**config.mk**
```make
export PLATFORM = sky130hd
export DESIGN_NAME = vmu_merge
export DESIGN_NICKNAME = d
export VERILOG_FILES = /design/src/rtl/vector_mask_unit_defines.svh /design/src/rtl/vmu_pkg.sv /design/src/rtl/vmu_merge.sv
export SDC_FILE = /design/constraint.sdc
export NUM_CORES = 1
export LEC_CHECK = 0
export ABC_AREA = 1
export BUFFER_PORTS_ARGS = -buffer_cell sky130_fd_sc_hd__buf_4
export CAP_MARGIN = 30
export CORE_MARGIN = 3
export CORE_UTILIZATION = 43
export DETAILED_ROUTE_END_ITERATION = 8
export GPL_TIMING_DRIVEN = 0
export PLACE_DENSITY = 0.84
export SETUP_SLACK_MARGIN = 0.15
export SLEW_MARGIN = 40
export SYNTH_ARGS = -nofsm -noshare
export SYNTH_HDL_FRONTEND = slang
export SYNTH_SLANG_ARGS = --single-unit
```
**constraint.sdc**
```tcl
create_clock -name i_clk -period 4.3 [get_ports i_clk]
set_input_delay 0.43 -clock i_clk [delete_from_list [all_inputs] [get_ports i_clk]]
set_output_delay 0.43 -clock i_clk [all_outputs]
set_load 0.02 [all_outputs]
```
**src/rtl/vector_mask_unit_defines.svh**
```systemverilog
// Assertion macros for the vector mask unit.
// Used by the top level only; expects i_clk and i_rst_n in scope.
`ifndef VECTOR_MASK_UNIT_DEFINES_SVH
`define VECTOR_MASK_UNIT_DEFINES_SVH

// Same-cycle implication, checked outside reset.
`define VMU_ASSERT_NOW(lbl, ante, cons, msg) \
    lbl: assert property (@(posedge i_clk) disable iff (!i_rst_n) (ante) |-> (cons)) \
        else $error(msg);

// Next-cycle implication, checked outside reset.
`define VMU_ASSERT_NEXT(lbl, ante, cons, msg) \
    lbl: assert property (@(posedge i_clk) disable iff (!i_rst_n) (ante) |=> (cons)) \
        else $error(msg);

`endif

```
**src/rtl/vmu_pkg.sv**
```systemverilog
// Shared types and constants of the vector mask unit.
// No dependencies; imported by the interfaces, the lane, the merge stage and the top level.
package vmu_pkg;

    localparam int FIELD_W       = 64;
    localparam int MODE_W        = 4;
    localparam int CHUNK_NUM_W   = 4;
    localparam int SCALAR_W      = 12;
    localparam int VL_W          = 11;

    localparam int CHUNK_BITS    = 64;
    localparam int MAX_MASK_BITS = 1024;
    localparam int LANES         = 4;

    localparam int LANE_BITS     = CHUNK_BITS / LANES;
    localparam int LANE_OFF_W    = $clog2(LANE_BITS);
    localparam int LANE_CNT_W    = $clog2(LANE_BITS) + 1;
    localparam int CHUNK_W       = $clog2(CHUNK_BITS);
    localparam int SUM_W         = CHUNK_W + 1;
    localparam int BASE_W        = CHUNK_NUM_W + CHUNK_W;
    localparam int COUNT_W       = $clog2(MAX_MASK_BITS) + 1;
    localparam int DIFF_W        = ((COUNT_W > BASE_W) ? COUNT_W : BASE_W) + 1;

    typedef enum logic [MODE_W-1:0] {
        MODE_AND   = 4'd0,
        MODE_NAND  = 4'd1,
        MODE_ANDN  = 4'd2,
        MODE_OR    = 4'd3,
        MODE_NOR   = 4'd4,
        MODE_ORN   = 4'd5,
        MODE_XOR   = 4'd6,
        MODE_XNOR  = 4'd7,
        MODE_POPC  = 4'd8,
        MODE_FIRST = 4'd9
    } t_mode;

    // What one lane found in its slice of the chunk.
    typedef struct packed {
        logic [LANE_BITS-1:0]  dest;
        logic [LANE_CNT_W-1:0] count;
        logic                  hit;
        logic [LANE_OFF_W-1:0] first;
    } t_lane_res;

    // Request control carried next to the lane results.
    typedef struct packed {
        t_mode                  mode;
        logic                   last;
        logic [CHUNK_NUM_W-1:0] chunk;
    } t_req_info;

    typedef struct packed {
        logic [FIELD_W-1:0]         dest;
        logic signed [SCALAR_W-1:0] scalar;
        logic                       scalar_ready;
    } t_result;

    function automatic logic is_logical(t_mode m);
        return m <= MODE_XNOR;
    endfunction

endpackage

```
**src/rtl/vmu_merge.sv**
```systemverilog
// Merge stage: sums lane counts, picks the first hit lane, keeps the running
// popcount / find-first state and forms the response. Depends on vmu_pkg.
module vmu_merge
    import vmu_pkg::*;
(
    input  logic                   i_clk,
    input  logic                   i_rst_n,
    input  logic                   i_fire,
    input  t_req_info              i_info,
    input  t_lane_res [LANES-1:0]  i_lanes,
    output logic                   o_emit,
    output t_result                o_result
);

    logic [COUNT_W-1:0] r_count, n_count;
    logic               r_found, n_found;
    logic [BASE_W-1:0]  r_pos,   n_pos;

    logic [SUM_W-1:0]      sum;
    logic                  any_hit;
    logic [BASE_W-1:0]     hit_pos;
    logic [CHUNK_BITS-1:0] dest;
    logic [COUNT_W:0]      raw_count;
    logic [COUNT_W-1:0]    sat_count;
    logic                  find_now;

    always_comb begin
        sum     = '0;
        any_hit = 1'b0;
        hit_pos = '0;
        for (int l = 0; l < LANES; l++) begin
            sum = sum + SUM_W'(i_lanes[l].count);
            dest[l*LANE_BITS +: LANE_BITS] = i_lanes[l].dest;
        end
        // lowest lane with a hit wins
        for (int l = LANES - 1; l >= 0; l--) begin
            if (i_lanes[l].hit) begin
                any_hit = 1'b1;
                hit_pos = (BASE_W'(i_info.chunk) << CHUNK_W)
                        | (BASE_W'(l) << LANE_OFF_W)
                        | BASE_W'(i_lanes[l].first);
            end
        end
    end

    always_comb begin
        raw_count = (COUNT_W+1)'(r_count) + (COUNT_W+1)'(sum);
        sat_count = (raw_count > (COUNT_W+1)'(MAX_MASK_BITS)) ?
                    COUNT_W'(MAX_MASK_BITS) : raw_count[COUNT_W-1:0];
        find_now  = !r_found && any_hit;
    end

    always_comb begin
        o_emit              = is_logical(i_info.mode) ||
                              ((i_info.mode == MODE_POPC || i_info.mode == MODE_FIRST)
                               && i_info.last);
        o_result.dest         = '0;
        o_result.scalar       = '0;
        o_result.scalar_ready = 1'b0;
        if (is_logical(i_info.mode)) begin
            o_result.dest = FIELD_W'(dest);
        end else if (i_info.mode == MODE_POPC) begin
            o_result.scalar       = SCALAR_W'(sat_count);
            o_result.scalar_ready = 1'b1;
        end else if (i_info.mode == MODE_FIRST) begin
            if (r_found) begin
                o_result.scalar = SCALAR_W'(r_pos);
            end else if (any_hit) begin
                o_result.scalar = SCALAR_W'(hit_pos);
            end else begin
                o_result.scalar = '1;
            end
            o_result.scalar_ready = 1'b1;
        end
    end

    always_comb begin
        n_count = r_count;
        n_found = r_found;
        n_pos   = r_pos;
        if (i_fire) begin
            if (i_info.mode == MODE_POPC) begin
                n_count = sat_count;
            end
            if (i_info.mode == MODE_FIRST && find_now) begin
                n_found = 1'b1;
                n_pos   = hit_pos;
            end
            if (i_info.last) begin
                n_count = '0;
                n_found = 1'b0;
            end
        end
    end

    always_ff @(posedge i_clk) begin
        if (!i_rst_n) begin
            r_count <= '0;
            r_found <= 1'b0;
            r_pos   <= '0;
        end else begin
            r_count <= n_count;
            r_found <= n_found;
            r_pos   <= n_pos;
        end
    end

endmodule

```
# Word level (Yosys, flattened, before mapping)
# Cells that the tools add are included.
[op_classes] addsub=4 order_cmp=2 eq_ne=2 mux=19 bitwise_logic=4 reduce_logical=11
[op_table] operator="$mux W64" n=1
[op_table] operator="$mux W10" n=4
[op_table] operator="$or A10 B4 Y10" n=4
[op_table] operator="$mux W13" n=3
[op_table] operator="$mux W11" n=3
[op_table] operator="$mux W12" n=2
[op_table] operator="$add A11 B7 Y12" n=1
[op_table] operator="$gt A12 B11 Y1 const B" n=1
[op_table] operator="$eq A4 B4 Y1 const B" n=2
[op_table] operator="$add A6 B5 Y7" n=1
[op_table] operator="$add A7 B5 Y7" n=1
[op_table] operator="$add A5 B5 Y6" n=1
[op_table] operator="$mux W1" n=6
[op_table] operator="$reduce_and A2 Y1" n=3
[op_table] operator="$le A4 B3 Y1 const B" n=1
[op_table] operator="$reduce_bool A2 Y1" n=2
[op_table] operator="$logic_and A1 B1 Y1" n=3
[op_table] operator="$logic_or A1 B1 Y1" n=2
[op_table] operator="$logic_not A1 Y1" n=1
[totals] register_bits=22 input_bits=116 out_inout_bits=78 elab_cells=45

# Logic depth before layout (Yosys ltp)
[logic_depth] word_depth=10 mapped_depth=22

# Worst setup path before layout
# No wires, ideal clock.
[synth_path] path_type="input port to output port" startpoint="input i_lanes[6] (netlist name)" endpoint="output o_result[6] (netlist name)" t_arrival_ns=3.747 t_required_ns=3.870 slack_ns=0.123 cell_stages=20 n_path_buf=1 cell_sequence="inv_1 -> fa_1 -> fa_1 -> fa_1 -> inv_1 -> ha_1 -> inv_1 -> fa_1 -> inv_1 -> nand3_1 -> nand2_1 -> nand2_1 -> nand3_2 -> nand2_2 -> nor2_2 -> nand3_2 -> nand2_4 -> buf_8 -> nand2_2 -> a21oi_2"
[synth_lines] item="start: declaration" line="vmu_merge.sv:10" text="input t_lane_res [LANES-1:0] i_lanes,"
[synth_lines] item="end: declaration" line="vmu_merge.sv:12" text="output t_result o_result"

==> results.json <==
{
  "p_leak_nw": 2.79,
  "reg2reg_from": "r_count[1]$_SDFFE_PN0P_",
  "place_hpwl_um": 9540,
  "hold_slack_ns": 0.451,
  "place.port_buffers": 192,
  "p_sw_share_pct": 44.8,
  "cts_made_buffers": 3,
  "drive_above_1_share_pct": 41.8,
  "power_frac_clock_pct": 12.4,
  "internal_power_w": 0.000579,
  "final_util_pct": 78.7,
  "synth.avg_cell_area_um2": 5.75,
  "synth_edf_count": 0,
  "stdcell_area_um2": 4830,
  "clockRootBuffer": "clkbuf_8",
  "diodes": 0,
  "finalSetupViolCount": 8,
  "rsz0062_at_grt": "yes",
  "vias": 3835,
  "cts-htree-levels": 1,
  "p_sw_w": 0.000471,
  "cp-start-kind": "primary input",
  "async_flop_share_pct": 0,
  "gr-usage-all-layers_pct": 29.8,
  "grt_pass1_wl_um": 17700,
  "antenna_found_initial": 0,
  "crit_type": "in -> out",
  "worst_hold_path_type": "in -> reg",
  "hp-start": "i_rst_n",
  "ys_warn_count": 0,
  "finalCritPeriodShare_pct": 102,
  "nets": 841,
  "status": "finished with violations",
  "startpoint": "i_lanes[59]",
  "areaGrowthSynthToFinish_pct": 71.5,
  "cp-end-kind": "primary output",
  "worst_slew_pin_slew_ns": 0.558,
  "wl_per_cell_um": 15.7,
  "finalHoldViolations": 0,
  "drtPass1Iterations": 6,
  "synth_area_leaders": "inv_1 19%, dfxtp_1 16%, nor2_1 11%, nand2_1 11%, fa_1 10%",
  "post_dp_cell_area_um2": 4360,
  "gp_congestion": 0.936,
  "synth_area_um2": 2810,
  "cts_buffer_depth": 2,
  "cts_tree": "built",
  "seq_area_frac_synth_pct": 15.7,
  "skew_ns": 0.00352,
  "synth_top_cell_by_area": "inv_1",
  "fmax_mhz": 227,
  "grt_pass1_vias": 3747,
  "worstPathArrival_ns": 3.98,
  "synthFlopType": "dfxtp_1",
  "yosysTopAreaCellShare_pct": 19.5,
  "clock_latency_ns": 0.26,
  "io_pins": 194,
  "clkSinkCount": 22,
  "wl_um": 12100,
  "grt.overflow.total": 0,
  "die_h_um": 86.9,
  "power_frac_seq_pct": 19.8,
  "dieArea_um2": 7550,
  "drc": 0,
  "clk_pin_slew_ns": 0.08,
  "power_density_nw_per_um2": 218,
  "rows": 28,
  "power_frac_comb_pct": 67.7,
  "finalCriticalPeriod_ns": 4.41,
  "crit_required_ns": 3.87,
  "synthCells": 489,
  "slew_headroom_pct": 62.8,
  "violations": "setup timing",
  "core_um2": 6130,
  "cap_violations": 0,
  "crit_fanout": 5,
  "initial_core_util_pct": 45.9,
  "dieWidth_um": 86.9,
  "drt_iter0_drc": 241,
  "ant_nets": 0,
  "fin_ws_ns": -0.106,
  "grt_start_max_net_pins": 12,
  "ys_ff_latch": 22,
  "viasPerCell": 4.97,
  "finalMaxSlewViolations": 0,
  "yosysUniqueCellTypes": 31,
  "synth_fp_nets": 631,
  "vdd_drop_max_mv": 0.240
}
[cell usage after synthesis, drive strengths merged, types with 2 or more instances]
| library cell | number |
|---|---|
| ha | 12 |
| nor3 | 2 |
| nand4 | 5 |
| nand2 | 86 |
| a22oi | 4 |
| nand3 | 34 |
| a21oi | 29 |
| o21ai | 11 |
| fa | 14 |
| inv | 148 |
| clkbuf | 7 |
| nor2 | 89 |
| o221ai | 5 |
| buf | 9 |
| o211ai | 4 |
| a211oi | 4 |
| dfxtp | 22 |
[cell families after synthesis]
family                     Yosys count  synth area share, %
adders and majority gates           26                 15.3
and+or+nand+nor                    217                 33.2
DFF                                 22                 15.7
buffers and inverters              164                 22.6
AOI/OAI and AO/OA                   59                 12.9
xor gates and xnor gates             1                0.311
[flip-flops by register name, indices dropped and copies added (netlist names)]
| name | flops |
|---|---|
| r_count | 11 |
| r_found | 1 |
| r_pos | 10 |
[power by group through the flow]
stage	Sequential [W]	Clock (W)	Combinational (W)
final	0.000208	0.000131	0.000711
after global placement	0.000213	0	0.000531
after CTS	0.000208	0.000130	0.000625
after detailed placement	0.000213	0	0.000543
after global routing	0.000209	0.000137	0.000765
after floorplan	0.000212	0	0.000332
[worst paths after layout]
check / cells after the start / to / slack, ns
setup / recovery: 23 / o_result[6] / -0.11
hold / removal: 3 / r_found$_SDFFE_PN0P_ / 0.45
setup reg to reg: 20 / r_count[8]$_SDFFE_PN0P_ / 1.28
hold reg to reg: 2 / r_pos[4]$_SDFFE_PN0P_ / 0.46
[per-stage QoR]
stage / worst slack, ns / TNS, ns / total power, W / cells
4_1_cts: 0.0502 / 0 / 0.000963 / 767
3_3_place_gp: -0.246 / -1.65 / 0.000743 / 756
2_1_floorplan: 0.171 / 0 / 0.000544 / 489
3_5_place_dp: -0.294 / -2.20 / 0.000756 / 756
5_1_grt: -0.212 / -1.47 / 0.00111 / 772
6_report: -0.106 / -0.563 / 0.00105 / 772
[routing by layer]
layer | wire length, µm | up-vias | GRT usage [%]
li1 | - | 1874 | -
met1 | 4510 | 1729 | 35.4
met2 | 6190 | 200 | 52.7
met3 | 954 | 32 | 6.43
met4 | 463 | 0 | 9.92
met5 | 0 | - | 0
[cell type report]
cell class / count / area, µm²
multi-input cells: 303 / 2010
repair buffers: 205 / 1600
fillers: 432 / 1300
inverters: 148 / 556
flip-flops and latches: 22 / 440
well taps: 75 / 93.8
plain buffers: 16 / 81.3
clock buffers: 3 / 41.3
[critical path, stage by stage]
cell and delay [ns]:
buf_6 0.07, inv_2 0.03, fa_1 0.57, inv_2 0.06, fa_1 0.55, inv_2 0.05, fa_2 0.57, inv_2 0.06
ha_4 0.28, nand2_2 0.05, nor2_1 0.17, nand2_1 0.11, nand3_1 0.08, nand2_1 0.05, nand2_1 0.10, nand2_1 0.07
inv_2 0.05, nand3_2 0.08, nand2_4 0.11, buf_8 0.13, nand2_4 0.05, a21oi_4 0.13, buf_6 0.13
[cells in the final DEF, fill, tap and decap left out, types with 2 or more instances in the layout]
| cell | netlist | layout |
|---|---|---|
| dfxtp_1 | 22 | 22 |
| a21oi_1 | 26 | 25 |
| clkbuf_8 | 0 | 3 |
| inv_2 | 2 | 15 |
| a21oi_2 | 3 | 2 |
| nand2_2 | 6 | 20 |
| fa_2 | 0 | 3 |
| a211oi_1 | 4 | 4 |
| nand3_1 | 29 | 21 |
| o221ai_1 | 5 | 5 |
| buf_1 | 4 | 4 |
| a21oi_4 | 0 | 2 |
| nand3_2 | 5 | 9 |
| clkbuf_1 | 7 | 7 |
| nand4_1 | 5 | 5 |
| nor2_1 | 85 | 82 |
| nor3_1 | 2 | 2 |
| nand3_4 | 0 | 4 |
| nand2_4 | 1 | 8 |
| ha_4 | 0 | 5 |
| nor2_2 | 4 | 6 |
| o21ai_0 | 10 | 8 |
| buf_2 | 2 | 2 |
| o211ai_1 | 4 | 4 |
| buf_4 | 2 | 194 |
| nand2_1 | 79 | 58 |
| inv_1 | 146 | 133 |
| a22oi_1 | 4 | 4 |
| fa_1 | 14 | 11 |
| buf_6 | 0 | 12 |
| ha_1 | 12 | 7 |
[timing repair]
| action | CTS | global route |
|---|---|---|
| hold buffers | 0 | 0 |
| setup endpoints to repair | 11 | 11 |
| cloned | 1 | 0 |
| buffers inserted | 7 | 5 |
| resized for setup | 43 | 44 |
| pin swaps | 16 | 31 |
(Power assumes the default switching activity.)
