File: config.mk
export PLATFORM = sky130hd
export DESIGN_NAME = vmu_lane
export DESIGN_NICKNAME = d
export VERILOG_FILES = /design/src/rtl/vector_mask_unit_defines.svh /design/src/rtl/vmu_pkg.sv /design/src/rtl/vmu_lane.sv
export SDC_FILE = /design/constraint.sdc
export NUM_CORES = 1
export LEC_CHECK = 0
export BUFFER_PORTS_ARGS = -buffer_cell sky130_fd_sc_hd__buf_2
export CAP_MARGIN = 20
export CORE_UTILIZATION = 50
export DETAILED_ROUTE_END_ITERATION = 7
export PLACE_DENSITY = 0.75
export REMOVE_ABC_BUFFERS = 1
export SKIP_LAST_GASP = 1
export SYNTH_ARGS = -nofsm -noshare
export SYNTH_HDL_FRONTEND = slang
export SYNTH_SLANG_ARGS = --single-unit
File: constraint.sdc
create_clock -name vclk -period 14.5
set_input_delay 0.725 -clock vclk [all_inputs]
set_output_delay 0.725 -clock vclk [all_outputs]
set_load 0.1 [all_outputs]
File: src/rtl/vector_mask_unit_defines.svh
// Assertion macros for the vector mask unit.
// Used by the top level only; expects i_clk and i_rst_n in scope.
`ifndef VECTOR_MASK_UNIT_DEFINES_SVH
`define VECTOR_MASK_UNIT_DEFINES_SVH

// Same-cycle implication, checked outside reset.
`define VMU_ASSERT_NOW(lbl, ante, cons, msg) \
    lbl: assert property (@(posedge i_clk) disable iff (!i_rst_n) (ante) |-> (cons)) \
        else $error(msg);

// Next-cycle implication, checked outside reset.
`define VMU_ASSERT_NEXT(lbl, ante, cons, msg) \
    lbl: assert property (@(posedge i_clk) disable iff (!i_rst_n) (ante) |=> (cons)) \
        else $error(msg);

`endif

File: src/rtl/vmu_pkg.sv
// Shared types and constants of the vector mask unit.
// No dependencies; imported by the interfaces, the lane, the merge stage and the top level.
package vmu_pkg;

    localparam int FIELD_W       = 64;
    localparam int MODE_W        = 4;
    localparam int CHUNK_NUM_W   = 4;
    localparam int SCALAR_W      = 12;
    localparam int VL_W          = 11;

    localparam int CHUNK_BITS    = 64;
    localparam int MAX_MASK_BITS = 1024;
    localparam int LANES         = 4;

    localparam int LANE_BITS     = CHUNK_BITS / LANES;
    localparam int LANE_OFF_W    = $clog2(LANE_BITS);
    localparam int LANE_CNT_W    = $clog2(LANE_BITS) + 1;
    localparam int CHUNK_W       = $clog2(CHUNK_BITS);
    localparam int SUM_W         = CHUNK_W + 1;
    localparam int BASE_W        = CHUNK_NUM_W + CHUNK_W;
    localparam int COUNT_W       = $clog2(MAX_MASK_BITS) + 1;
    localparam int DIFF_W        = ((COUNT_W > BASE_W) ? COUNT_W : BASE_W) + 1;

    typedef enum logic [MODE_W-1:0] {
        MODE_AND   = 4'd0,
        MODE_NAND  = 4'd1,
        MODE_ANDN  = 4'd2,
        MODE_OR    = 4'd3,
        MODE_NOR   = 4'd4,
        MODE_ORN   = 4'd5,
        MODE_XOR   = 4'd6,
        MODE_XNOR  = 4'd7,
        MODE_POPC  = 4'd8,
        MODE_FIRST = 4'd9
    } t_mode;

    // What one lane found in its slice of the chunk.
    typedef struct packed {
        logic [LANE_BITS-1:0]  dest;
        logic [LANE_CNT_W-1:0] count;
        logic                  hit;
        logic [LANE_OFF_W-1:0] first;
    } t_lane_res;

    // Request control carried next to the lane results.
    typedef struct packed {
        t_mode                  mode;
        logic                   last;
        logic [CHUNK_NUM_W-1:0] chunk;
    } t_req_info;

    typedef struct packed {
        logic [FIELD_W-1:0]         dest;
        logic signed [SCALAR_W-1:0] scalar;
        logic                       scalar_ready;
    } t_result;

    function automatic logic is_logical(t_mode m);
        return m <= MODE_XNOR;
    endfunction

endpackage

File: src/rtl/vmu_lane.sv
// One lane: logical op, tail merge, popcount and first-set search on a slice.
// Depends on vmu_pkg.
module vmu_lane
    import vmu_pkg::*;
(
    input  t_mode                 i_mode,
    input  logic [LANE_BITS-1:0]  i_a,
    input  logic [LANE_BITS-1:0]  i_b,
    input  logic [LANE_BITS-1:0]  i_v0,
    input  logic [LANE_BITS-1:0]  i_old,
    input  logic                  i_unmasked,
    input  logic [BASE_W-1:0]     i_base,
    input  logic [COUNT_W-1:0]    i_vl,
    output t_lane_res             o_res
);

    logic [DIFF_W-1:0]     diff;
    logic                  any_active;
    logic [LANE_BITS-1:0]  act;
    logic [LANE_BITS-1:0]  op;
    logic [LANE_BITS-1:0]  src;
    logic [LANE_CNT_W-1:0] cnt;
    logic [LANE_OFF_W-1:0] first;

    // Bit j is active when base + j < vl.
    always_comb begin
        any_active = DIFF_W'(i_vl) > DIFF_W'(i_base);
        diff       = DIFF_W'(i_vl) - DIFF_W'(i_base);
        for (int j = 0; j < LANE_BITS; j++) begin
            act[j] = any_active && (diff > DIFF_W'(j));
        end
    end

    always_comb begin
        case (i_mode)
            MODE_AND:  op = i_a & i_b;
            MODE_NAND: op = ~(i_a & i_b);
            MODE_ANDN: op = ~i_a & i_b;
            MODE_OR:   op = i_a | i_b;
            MODE_NOR:  op = ~(i_a | i_b);
            MODE_ORN:  op = ~i_a | i_b;
            MODE_XOR:  op = i_a ^ i_b;
            MODE_XNOR: op = ~(i_a ^ i_b);
            default:   op = '0;
        endcase
    end

    assign src = i_b & act & (i_unmasked ? {LANE_BITS{1'b1}} : i_v0);

    always_comb begin
        cnt   = '0;
        first = '0;
        for (int j = 0; j < LANE_BITS; j++) begin
            cnt = cnt + LANE_CNT_W'(src[j]);
        end
        for (int j = LANE_BITS - 1; j >= 0; j--) begin
            if (src[j]) begin
                first = LANE_OFF_W'(j);
            end
        end
    end

    assign o_res.dest  = (op & act) | (i_old & ~act);
    assign o_res.count = cnt;
    assign o_res.hit   = |src;
    assign o_res.first = first;

endmodule

* Word level (Yosys, flattened, before mapping)
Index checks and enable logic that the tools add are counted.
** Word-level totals
- Memories kept :: 0
- Memory bits (read-only) :: 0
- Output and inout port bits :: 26
- Latch bits :: 0
- Word-level logic and storage cells :: 91
- Flip-flop bits (word level) :: 0
- Bits in writable memories :: 0
- Input bits :: 90
** Cells by class
- Reductions and logical operators :: 18
- Div/mod/pow operators :: 0
- Multipliers :: 0
- Shift-type cells :: 0
- Bitwise logic cells :: 15
- Muxes and demuxes :: 18
- Add/sub/neg operators :: 16
- Equality and inequality tests :: 7
- $lt $le $gt $ge :: 17
** Operator list (count)
- case mux 16 bit (8 select lines) :: 1
- AND 16 bit :: 6
- > comparator 12 x 4 -> 1 bit, second input constant :: 8
- inverter 16 bit :: 5
- two-way mux 4 bit :: 16
- adder 5 x 1 -> 5 bit :: 11
- > comparator 12 x 3 -> 1 bit, second input constant :: 4
- OR 16 bit :: 3
- > comparator 12 x 1 -> 1 bit, second input constant :: 2
- > comparator 12 x 2 -> 1 bit, second input constant :: 2
- equality test 4 x 3 -> 1 bit, second input constant :: 4
- logical AND 1 bit :: 16
- two-way mux 16 bit :: 1
- OR reduction 16 bit :: 1
- XOR 16 bit :: 1
- subtractor 11 x 10 -> 12 bit :: 1
- > comparator 11 x 10 -> 1 bit :: 1
- equality test 4 x 2 -> 1 bit, second input constant :: 2
- adder 4 x 1 -> 5 bit :: 1
- adder 3 x 1 -> 4 bit :: 1
- equality test 4 x 1 -> 1 bit, second input constant :: 1
- logical NOT 4 bit :: 1
- adder 2 x 1 -> 3 bit :: 1
- adder 1 x 1 -> 2 bit :: 1

* Logic depth before layout (Yosys ltp)
Gate-level depths: netlist (run 1).
- Depth after elaboration :: 21
- Mapped depth :: 24
- Mapped depth without buffers :: 24

* Worst setup path after synthesis (run 1)
OpenSTA, ideal clock, no wires.
- Kind :: in2out
- Start :: input i_vl[0]
- End :: output o_res[7] (netlist bit)
- Slack :: 6.798 ns
- Required time :: 13.775 ns
- Path buffers :: 0
- Stages on the path :: 21
- Arrival :: 6.977 ns
- Path through :: inv_1 > ha_1 > fa_1 > nor2b_4 > o2111ai_2 > a32o_1 > o211ai_2 > nand3_4 > a2111oi_4 > a31oi_1 > nand2b_2 > inv_2 > fa_1 > inv_1 > fa_1 > fa_1 > inv_1 > fa_1 > ha_1 > fa_1 > xor2_1
** RTL lines
- from (decl) :: RTL line vmu_lane.sv:13 : input logic [COUNT_W-1:0] i_vl,
- to (decl) :: RTL line vmu_lane.sv:14 : output t_lane_res o_res

==> results.md, run 1 <==
Outcome:
- The run finished with clean final reports.

Timing:
- The smallest clock period supported by the final layout is computed as 7.68 ns.
- The headroom to the max-slew limit is 29.6%.
- The measured slew at the worst slew-check pin is 1.05 ns.
- Derived from the worst setup path, the maximum achievable clock frequency is 0.130 GHz.
- The post-route worst hold slack is 1.96 ns.
- Setup repair after global routing left no endpoint under its margin.
- The number of hold-slack violations in the final timing report is 0.
- After layout, the worst path uses 52.9% of the clock period.
- The max-slew violation count is 0.
- The final sum of negative setup slack is 0 ns.
- Setup violations remaining at the end of the flow were counted as 0.

Final layout:
- The final-layout clock buffer total is 0.
- The sequential cells in the finished layout cover a total of 0 sq um.
- In the layout the commonest cells are sky130_fd_sc_hd__buf_2, sky130_fd_sc_hd__ha_1, sky130_fd_sc_hd__nor2_1, sky130_fd_sc_hd__inv_1, sky130_fd_sc_hd__a21oi_1.
- After the last flow step, the layout net total stands at 826.
- Compared with the post-synthesis result, the final layout area differs by 16.1%.
- There are 0 flip-flops and latches.
- Fill cells in the final layout number 684.
- The repair_antennas step left the layout with diodes totalling 0.
- Cells with a size suffix above 1 make up 24.3% of the layout.
- Leaving out fill and tap cells, the most frequent cell in the layout is sky130_fd_sc_hd__buf_2.

Place:
- The placer congestion estimate is 0.961.
- The half-perimeter wire length after placement is 8.93 mm.
- During placement, the flow inserted port buffers numbering 116.

Synthesis:
- The synthesized netlist contains 72 unique library cells.
- The count of synthesis-stage warnings from yosys is 0.
- In the synthesized netlist, the number of instances is 549.
- In this run the cell area of the synthesized design comes to 3910 sq um.
- The sequential element share of the synthesized area is 0%.
- The synthesized area per cell is 7.12 sq um.

Route:
- Once detail routing completed, the nets flagged for antenna violations numbered 0.
- The routed design has 11.3 mm of wire.
- The number of vias after detailed routing is 4279.
- The first detailed-routing pass took 5 iterations.
- The final routed DRC violation total is 0.
- After detailed routing, the number of vias per cell comes to 5.77.
- The routed wirelength normalized by instance count is 15.3 um.
- The count of routing violations after the opening detailed-route iteration is 271.

Floorplanning:
- The floorplan step defined a die boundary enclosing 8170 sq um.
- The floorplan has 31 rows.
- The vertical die dimension is 90.4 um.
- The initial utilization of the core area, before any placement, comes to 52.7%.
- After floorplanning, the core was sized to cover 7410 sq um.
- The floorplan die width is 90.4 um.
- 116 I/O pins were placed.

Setup path:
- The critical path in this run is classified as in2out.
- The kind of end point of the critical path is an output port.
- Along the worst path, the maximum fanout reaches 12.
- The family of cells with the greatest summed delay on the critical path is adder cells.
- Walking the worst path, the cells encountered are buf_2 > inv_1 > ha_1 > fa_1 > nor2b_4 > o2111ai_2 > nand3_1 > a31o_2 > o21bai_4 > a2111oi_4 > a31oi_1 > nand2b_2 > inv_2 > fa_1 > inv_1 > fa_1 > fa_1 > inv_1 > fa_1 > ha_1 > fa_1 > xor2_1 > buf_2.
- The arrival time reported for the critical path endpoint is 6.95 ns.
- The most numerous cell type found on the critical path is sky130_fd_sc_hd__fa_1.
- The worst stage delay on the critical path is 0.79 ns.
- The required time of the critical path is 13.78 ns.
- The worst setup path startpoint is i_vl[0].
- The critical path contains buffers and inverters numbering 6 combined.
- The worst setup path is launched from an input port.
- For this design, the slowest cell found on the critical path is sky130_fd_sc_hd__a2111oi_4.

Power and ir drop:
- Per report_power, the combinational group accounts for 100.0% of the total.
- The switching share of power is 76.3%.
- The leakage power total is 2.30 nW.
- The clock network accounts for 0% of the total power.
- The overall power is 0.000412 W.
- The internal power of the cells totals 0.0000975 W.
- For this design the ratio of total power to cell area is 90.8 nW/um^2.
- The switching component of the power is 0.000314 W.
- The maximum vdd ir drop is 0.191 mV.
- In this run, flip-flops and latches consume 0% of the power.

GRT:
- The pin count of the biggest net entering global routing is 26.
- The first global-routing pass estimated 18.5 mm of wire.
- For this run the aggregate overflow at the end of global routing stands at 0.
- The total global routing track utilization is 26.6%.
- The number of global-route vias before repair is 4085.
- The number of antenna violations at the first check in global routing is 0.

Flow run:
- The count of max-cap constraint violations is 0.

Clocking:
- The number of setup buffers added after CTS is 0.
- The post-CTS resize count is 0.
- Hold repair after CTS inserted 0 buffers.

Min path:
- The class of the tightest hold or removal check is in2out.
- The worst hold path startpoint is i_old[15].
==> kinds of logic after synthesis <==
family | count (synthesis) | share of synthesized area (%)
buffers and inverters | 85 | 9.16
adder cells (fa/ha/maj) | 91 | 31.1
AND/OR/NAND/NOR | 170 | 21.0
AO/OA/AOI/OAI | 179 | 33.2
XOR/XNOR | 21 | 4.71
multiplexers | 3 | 0.864
==> routing by layer <==
| layer | global-route usage (%) | wire [um] | up-vias | part of all wire, % |
|---|---|---|---|---|
| li1 | - | - | 2118 | - |
| met1 | 34.9 | 5050 | 1970 | 45 |
| met2 | 47.8 | 5480 | 174 | 48 |
| met3 | 1.26 | 619 | 17 | 5.5 |
| met4 | 5.65 | 173 | 0 | 1.5 |
| met5 | 0 | 0 | - | 0 |
==> power by group through the flow <==
stage / Combinational, W / Clock [W] / Sequential (W)
2_1_floorplan: 0.000343 / 0 / 0
3_3_place_gp: 0.000405 / 0 / 0
3_5_place_dp: 0.000410 / 0 / 0
4_1_cts: 0.000412 / 0 / 0
5_1_grt: 0.000441 / 0 / 0
6_report: 0.000412 / 0 / 0
==> cells in the mapped netlist, types with 9 or more instances <==
cell	instances	share of area, %
sky130_fd_sc_hd__a2111oi_0	15	3.4
sky130_fd_sc_hd__a21oi_1	49	6.3
sky130_fd_sc_hd__clkbuf_1	16	1.5
sky130_fd_sc_hd__fa_1	10	5.1
sky130_fd_sc_hd__ha_1	81	26
sky130_fd_sc_hd__inv_1	58	5.6
sky130_fd_sc_hd__nand2_1	38	3.7
sky130_fd_sc_hd__nand3_1	9	1.2
sky130_fd_sc_hd__nor2_1	76	7.3
sky130_fd_sc_hd__o21ai_0	41	5.3
sky130_fd_sc_hd__o22a_1	16	3.6
sky130_fd_sc_hd__xnor2_1	18	4.0
==> worst paths after layout <==
path / to / cells after the start / slack, ns
setup / recovery: o_res[7] / 23 / 6.82
hold / removal: o_res[25] / 4 / 1.96
==> area by class of cell <==
class                           instances  area [sq um]  share of cell area, %
Inverter                               60           225                   4.97
Multi-Input combinational cell        464          3580                   78.9
Tap cell                               99           124                   2.73
Timing Repair Buffer                  119           607                   13.4
==> per-stage QoR <==
stage                     util [%]  cell area (sq um)  std cells  setup slack (ns)
final                         61.2               4540        742              6.82
after detailed placement      61.1               4520        741              6.85
after global placement        61.1               4520        741              6.95
after global routing          61.2               4540        742              6.44
after CTS                     61.1               4520        741              6.84
after floorplan                  -               3770        524              6.22
Power figures use the tool's default switching activity.
==> run 2: changes to the inputs <==
--- a/config.mk
+++ b/config.mk
@@ -5,11 +5,12 @@
 export SDC_FILE = /design/constraint.sdc
 export NUM_CORES = 1
 export LEC_CHECK = 0
+export ABC_AREA = 1
 export BUFFER_PORTS_ARGS = -buffer_cell sky130_fd_sc_hd__buf_2
 export CAP_MARGIN = 20
 export CORE_UTILIZATION = 50
 export DETAILED_ROUTE_END_ITERATION = 7
-export PLACE_DENSITY = 0.75
+export PLACE_DENSITY = 0.78
 export REMOVE_ABC_BUFFERS = 1
 export SKIP_LAST_GASP = 1
 export SYNTH_ARGS = -nofsm -noshare
==> constraint.sdc (replaced) <==
create_clock -name vclk -period 6.9
set_input_delay 0.345 -clock vclk [all_inputs]
set_output_delay 0.345 -clock vclk [all_outputs]
set_load 0.1 [all_outputs]
==> run 2 against run 1 <==
  * Cell area shrank 2.6%
  * Critical endpoint unchanged
  * Area after synthesis shrank 5.0%
  * Cell count grew 13%
  * Highest routed layer unchanged
==> results.md, run 2 <==
Timing:
- For the finished layout, the period the worst path requires is 6.54 ns.
- The headroom to the max-slew limit came to 47.7% (+18 points).
- The max-slew violation count came to 0 (unchanged).
- The number of hold-slack violations in the final timing report is 0 (unchanged).
- The number of setup violations in the final report is 0 (unchanged).
- The measured slew at the worst slew-check pin is 0.783 ns (-0.270 ns).
- Derived from the worst setup path, the maximum achievable clock frequency is 0.153 GHz.
- The post-route worst hold slack came to 1.18 ns (-0.776 ns).
- Setup repair after global routing left no endpoint under its margin.
- The fraction of the cycle the final worst path needs is 94.8%.

Clocking:
- The hold buffer count at cts is 0 (unchanged).
- The post-CTS resize count is 0 (unchanged).
- The number of post-CTS setup repair buffers is 0 (unchanged).

Power and ir drop:
- The power density of the placed cells is 186 nW/um^2 (+100%).
- The leakage power total is 2.68 nW (+16%).
- The overall power is 0.000821 W (+99%).
- The maximum vdd ir drop is 0.474 mV (+150%).

Route:
- The final routed DRC violation total was 0 (unchanged).
- The number of antenna-violating nets in the routed design is 0 (unchanged).
- The count of routing violations after the opening detailed-route iteration is 275 (+1.5%).
- The routed wirelength normalized by instance count was 13.3 um (-13%).
- The number of vias per cell is 5.29 (-8.2%).
- The number of vias after detailed routing came to 4425 (+3.4%).
- The overall routed net length is 11.1 mm (-1.5%).
- The number of detailed-route iterations in the first pass came to 5 (unchanged).

Synthesis:
- The synthesized area per cell was 5.91 sq um (-17%).
- The cell type with the highest aggregate area in the netlist is sky130_fd_sc_hd__ha_1.
- By count the netlist is led by sky130_fd_sc_hd__nand2_1, sky130_fd_sc_hd__inv_1, sky130_fd_sc_hd__ha_1.
- By area the synthesized netlist is led by sky130_fd_sc_hd__ha_1, sky130_fd_sc_hd__nand2_1, sky130_fd_sc_hd__inv_1, sky130_fd_sc_hd__o21ai_0, sky130_fd_sc_hd__fa_1.
- The area of the mapped netlist was 3710 sq um (-5.0%).
- sky130_fd_sc_hd__nand2_1 is the most common cell in the netlist.
- The count of different cell masters after synthesis is 42 (-42%).
- The sequential element share of the synthesized area is 0% (unchanged).
- The synthesized instance count is 628 (+14%).
- The count of synthesis-stage warnings from yosys was 0 (unchanged).
- The share of the synthesized area in the top cell type is 27.3% (+1.4 points).

GRT:
- The total global routing track utilization came to 28.5% (+1.9 points).
- The fraction of met3 tracks used by global routing is 1.41% (+0.15 points).
- The met1 routing resource usage after global routing came to 35.6% (+0.67 points).
- The peak-usage layer in the global routing report is met2.
- The number of antenna violations at the first check in global routing is 0 (unchanged).
- The number of global-route vias before repair is 3952 (-3.3%).
- The total grt overflow is 0 (unchanged).
- The met2 usage was 52.6% (+4.8 points).
- The wire length of the first global-routing pass is 17.6 mm (-4.9%).
- The pin count of the biggest net entering global routing is 19 (-27%).

Setup path:
- The arrival time reported for the critical path endpoint is 6.19 ns (-0.76 ns).
- The number of buffers and inverters on the critical path is 7 (+1).
- The critical path class is in2out.
- The worst setup path is launched from an input port.
- The family of cells with the greatest summed delay on the critical path is adder cells.
- The kind of end point of the critical path is an output port.
- The worst stage delay on the critical path is 0.55 ns (-0.24 ns).
- The cell type with the highest occurrence count on the critical path is sky130_fd_sc_hd__fa_1.
- The slowest stage of the critical path is the sky130_fd_sc_hd__fa_1 cell.
- The maximum fanout along the worst path is 6 (-6).
- The required time of the critical path was 6.55 ns (-7.23 ns).

Place:
- The half-perimeter wire length after placement is 9.12 mm (+2.1%).
- The number of buffers inserted by port buffering is 116 (unchanged).
- The placer congestion estimate is 1.02 (+5.9%).
- The cell area reported after detailed placement is 4420 sq um (-2.4%).

Min path:
- The worst hold path belongs to the class in2out.

Floorplanning:
- The starting density of the core is 51.5% (-1.3 points).
- The die footprint is 7780 sq um (-4.9%).
- The count of boundary I/O pins is 116 (unchanged).
- The core area is 7210 sq um (-2.6%).
- The floorplan die width was 88.2 um (-2.5%).
- The number of rows in the core area is 31 (unchanged).
- The vertical die dimension came to 88.2 um (-2.5%).

Final layout:
- The area growth from synthesis to layout is 19.0%.
- The sequential cell count came to 0 (unchanged).
- The total non-filler cell area in the finished layout is 4420 sq um (-2.6%).
- Leaving out fill and tap cells, the most frequent cells in the layout are sky130_fd_sc_hd__nand2_1, sky130_fd_sc_hd__inv_1, sky130_fd_sc_hd__buf_2, sky130_fd_sc_hd__ha_1, sky130_fd_sc_hd__o21ai_0.
- The commonest non-fill, non-tap cell in the layout is sky130_fd_sc_hd__nand2_1.
- The total area of sequential cells is 0 sq um (unchanged).
- The ratio of cells with drive above 1 in the final layout was 21.2% (-3.1 points).
- The count of inserted antenna diode cells was 0 (unchanged).
- The final-layout clock buffer total was 0 (unchanged).
- The net total in the final layout is 920 (+11%).

Flow run:
- The count of max-cap constraint violations is 0 (unchanged).

Outcome:
- The run finished with clean final reports.
[run 2: cell count changes after synthesis, moves of 7 or more]
cell	change
sky130_fd_sc_hd__a21oi_1	-42
sky130_fd_sc_hd__a211oi_1	-7
sky130_fd_sc_hd__xnor2_1	-17
sky130_fd_sc_hd__nor4_1	+17
sky130_fd_sc_hd__inv_1	+71
sky130_fd_sc_hd__a2111oi_0	-14
sky130_fd_sc_hd__o22ai_1	+13
sky130_fd_sc_hd__o22a_1	-16
sky130_fd_sc_hd__nand2_1	+101
sky130_fd_sc_hd__o21ai_0	+31
sky130_fd_sc_hd__nor2_1	-32
sky130_fd_sc_hd__nand3_1	+31
[run 2: through the flow]
| step | setup TNS (ns) | setup WS, ns | instances | util (%) |
|---|---|---|---|---|
| 3_5_place_dp | 0 | 0.411 | 836 | 61.2 |
| 2_1_floorplan | -0.581 | -0.581 | 617 | - |
| 5_1_grt | 0 | 0.0163 | 836 | 61.2 |
| 4_1_cts | 0 | 0.377 | 836 | 61.2 |
| 6_report | 0 | 0.361 | 836 | 61.2 |
| 3_3_place_gp | 0 | 0.584 | 836 | 61.2 |
[run 2: routing by layer]
metal | routed length, um | vias up
met2 | 5440 | 174
met4 | 191 | 0
met3 | 835 | 18
li1 | - | 2241
met5 | 0 | -
met1 | 4670 | 1992
[run 2: worst min-delay path, stage by stage]
cell                      delay (ns)
sky130_fd_sc_hd__buf_2          0.09
sky130_fd_sc_hd__nand2_1        0.05
sky130_fd_sc_hd__o21ai_0        0.06
sky130_fd_sc_hd__buf_2          0.29
[run 2: final timing paths]
path,start,end,cells after the start
setup / recovery,i_base[0],o_res[7],29
hold / removal,i_old[3],o_res[13],4
[run 2: area by class of cell]
type | count | area (sq um)
Fill cell | 724 | 2800
Inverter | 137 | 514
Multi-Input combinational cell | 480 | 3170
Tap cell | 99 | 124
Timing Repair Buffer | 120 | 611
[run 2: power by group]
| part | total, W | internal (W) | leakage [nW] | switching, W |
|---|---|---|---|---|
| registers | 0 | 0 | 0 | 0 |
| logic | 0.000821 | 0.000178 | 2.68 | 0.000643 |
| clock network | 0 | 0 | 0 | 0 |
[run 2: cell families after synthesis]
group	Yosys count	share of synthesized area [%]
AO/OA/AOI/OAI	113	17.9
XOR/XNOR	4	1.15
adder cells (fa/ha/maj)	91	32.7
buffers and inverters	148	15.0
AND/OR/NAND/NOR	272	33.3
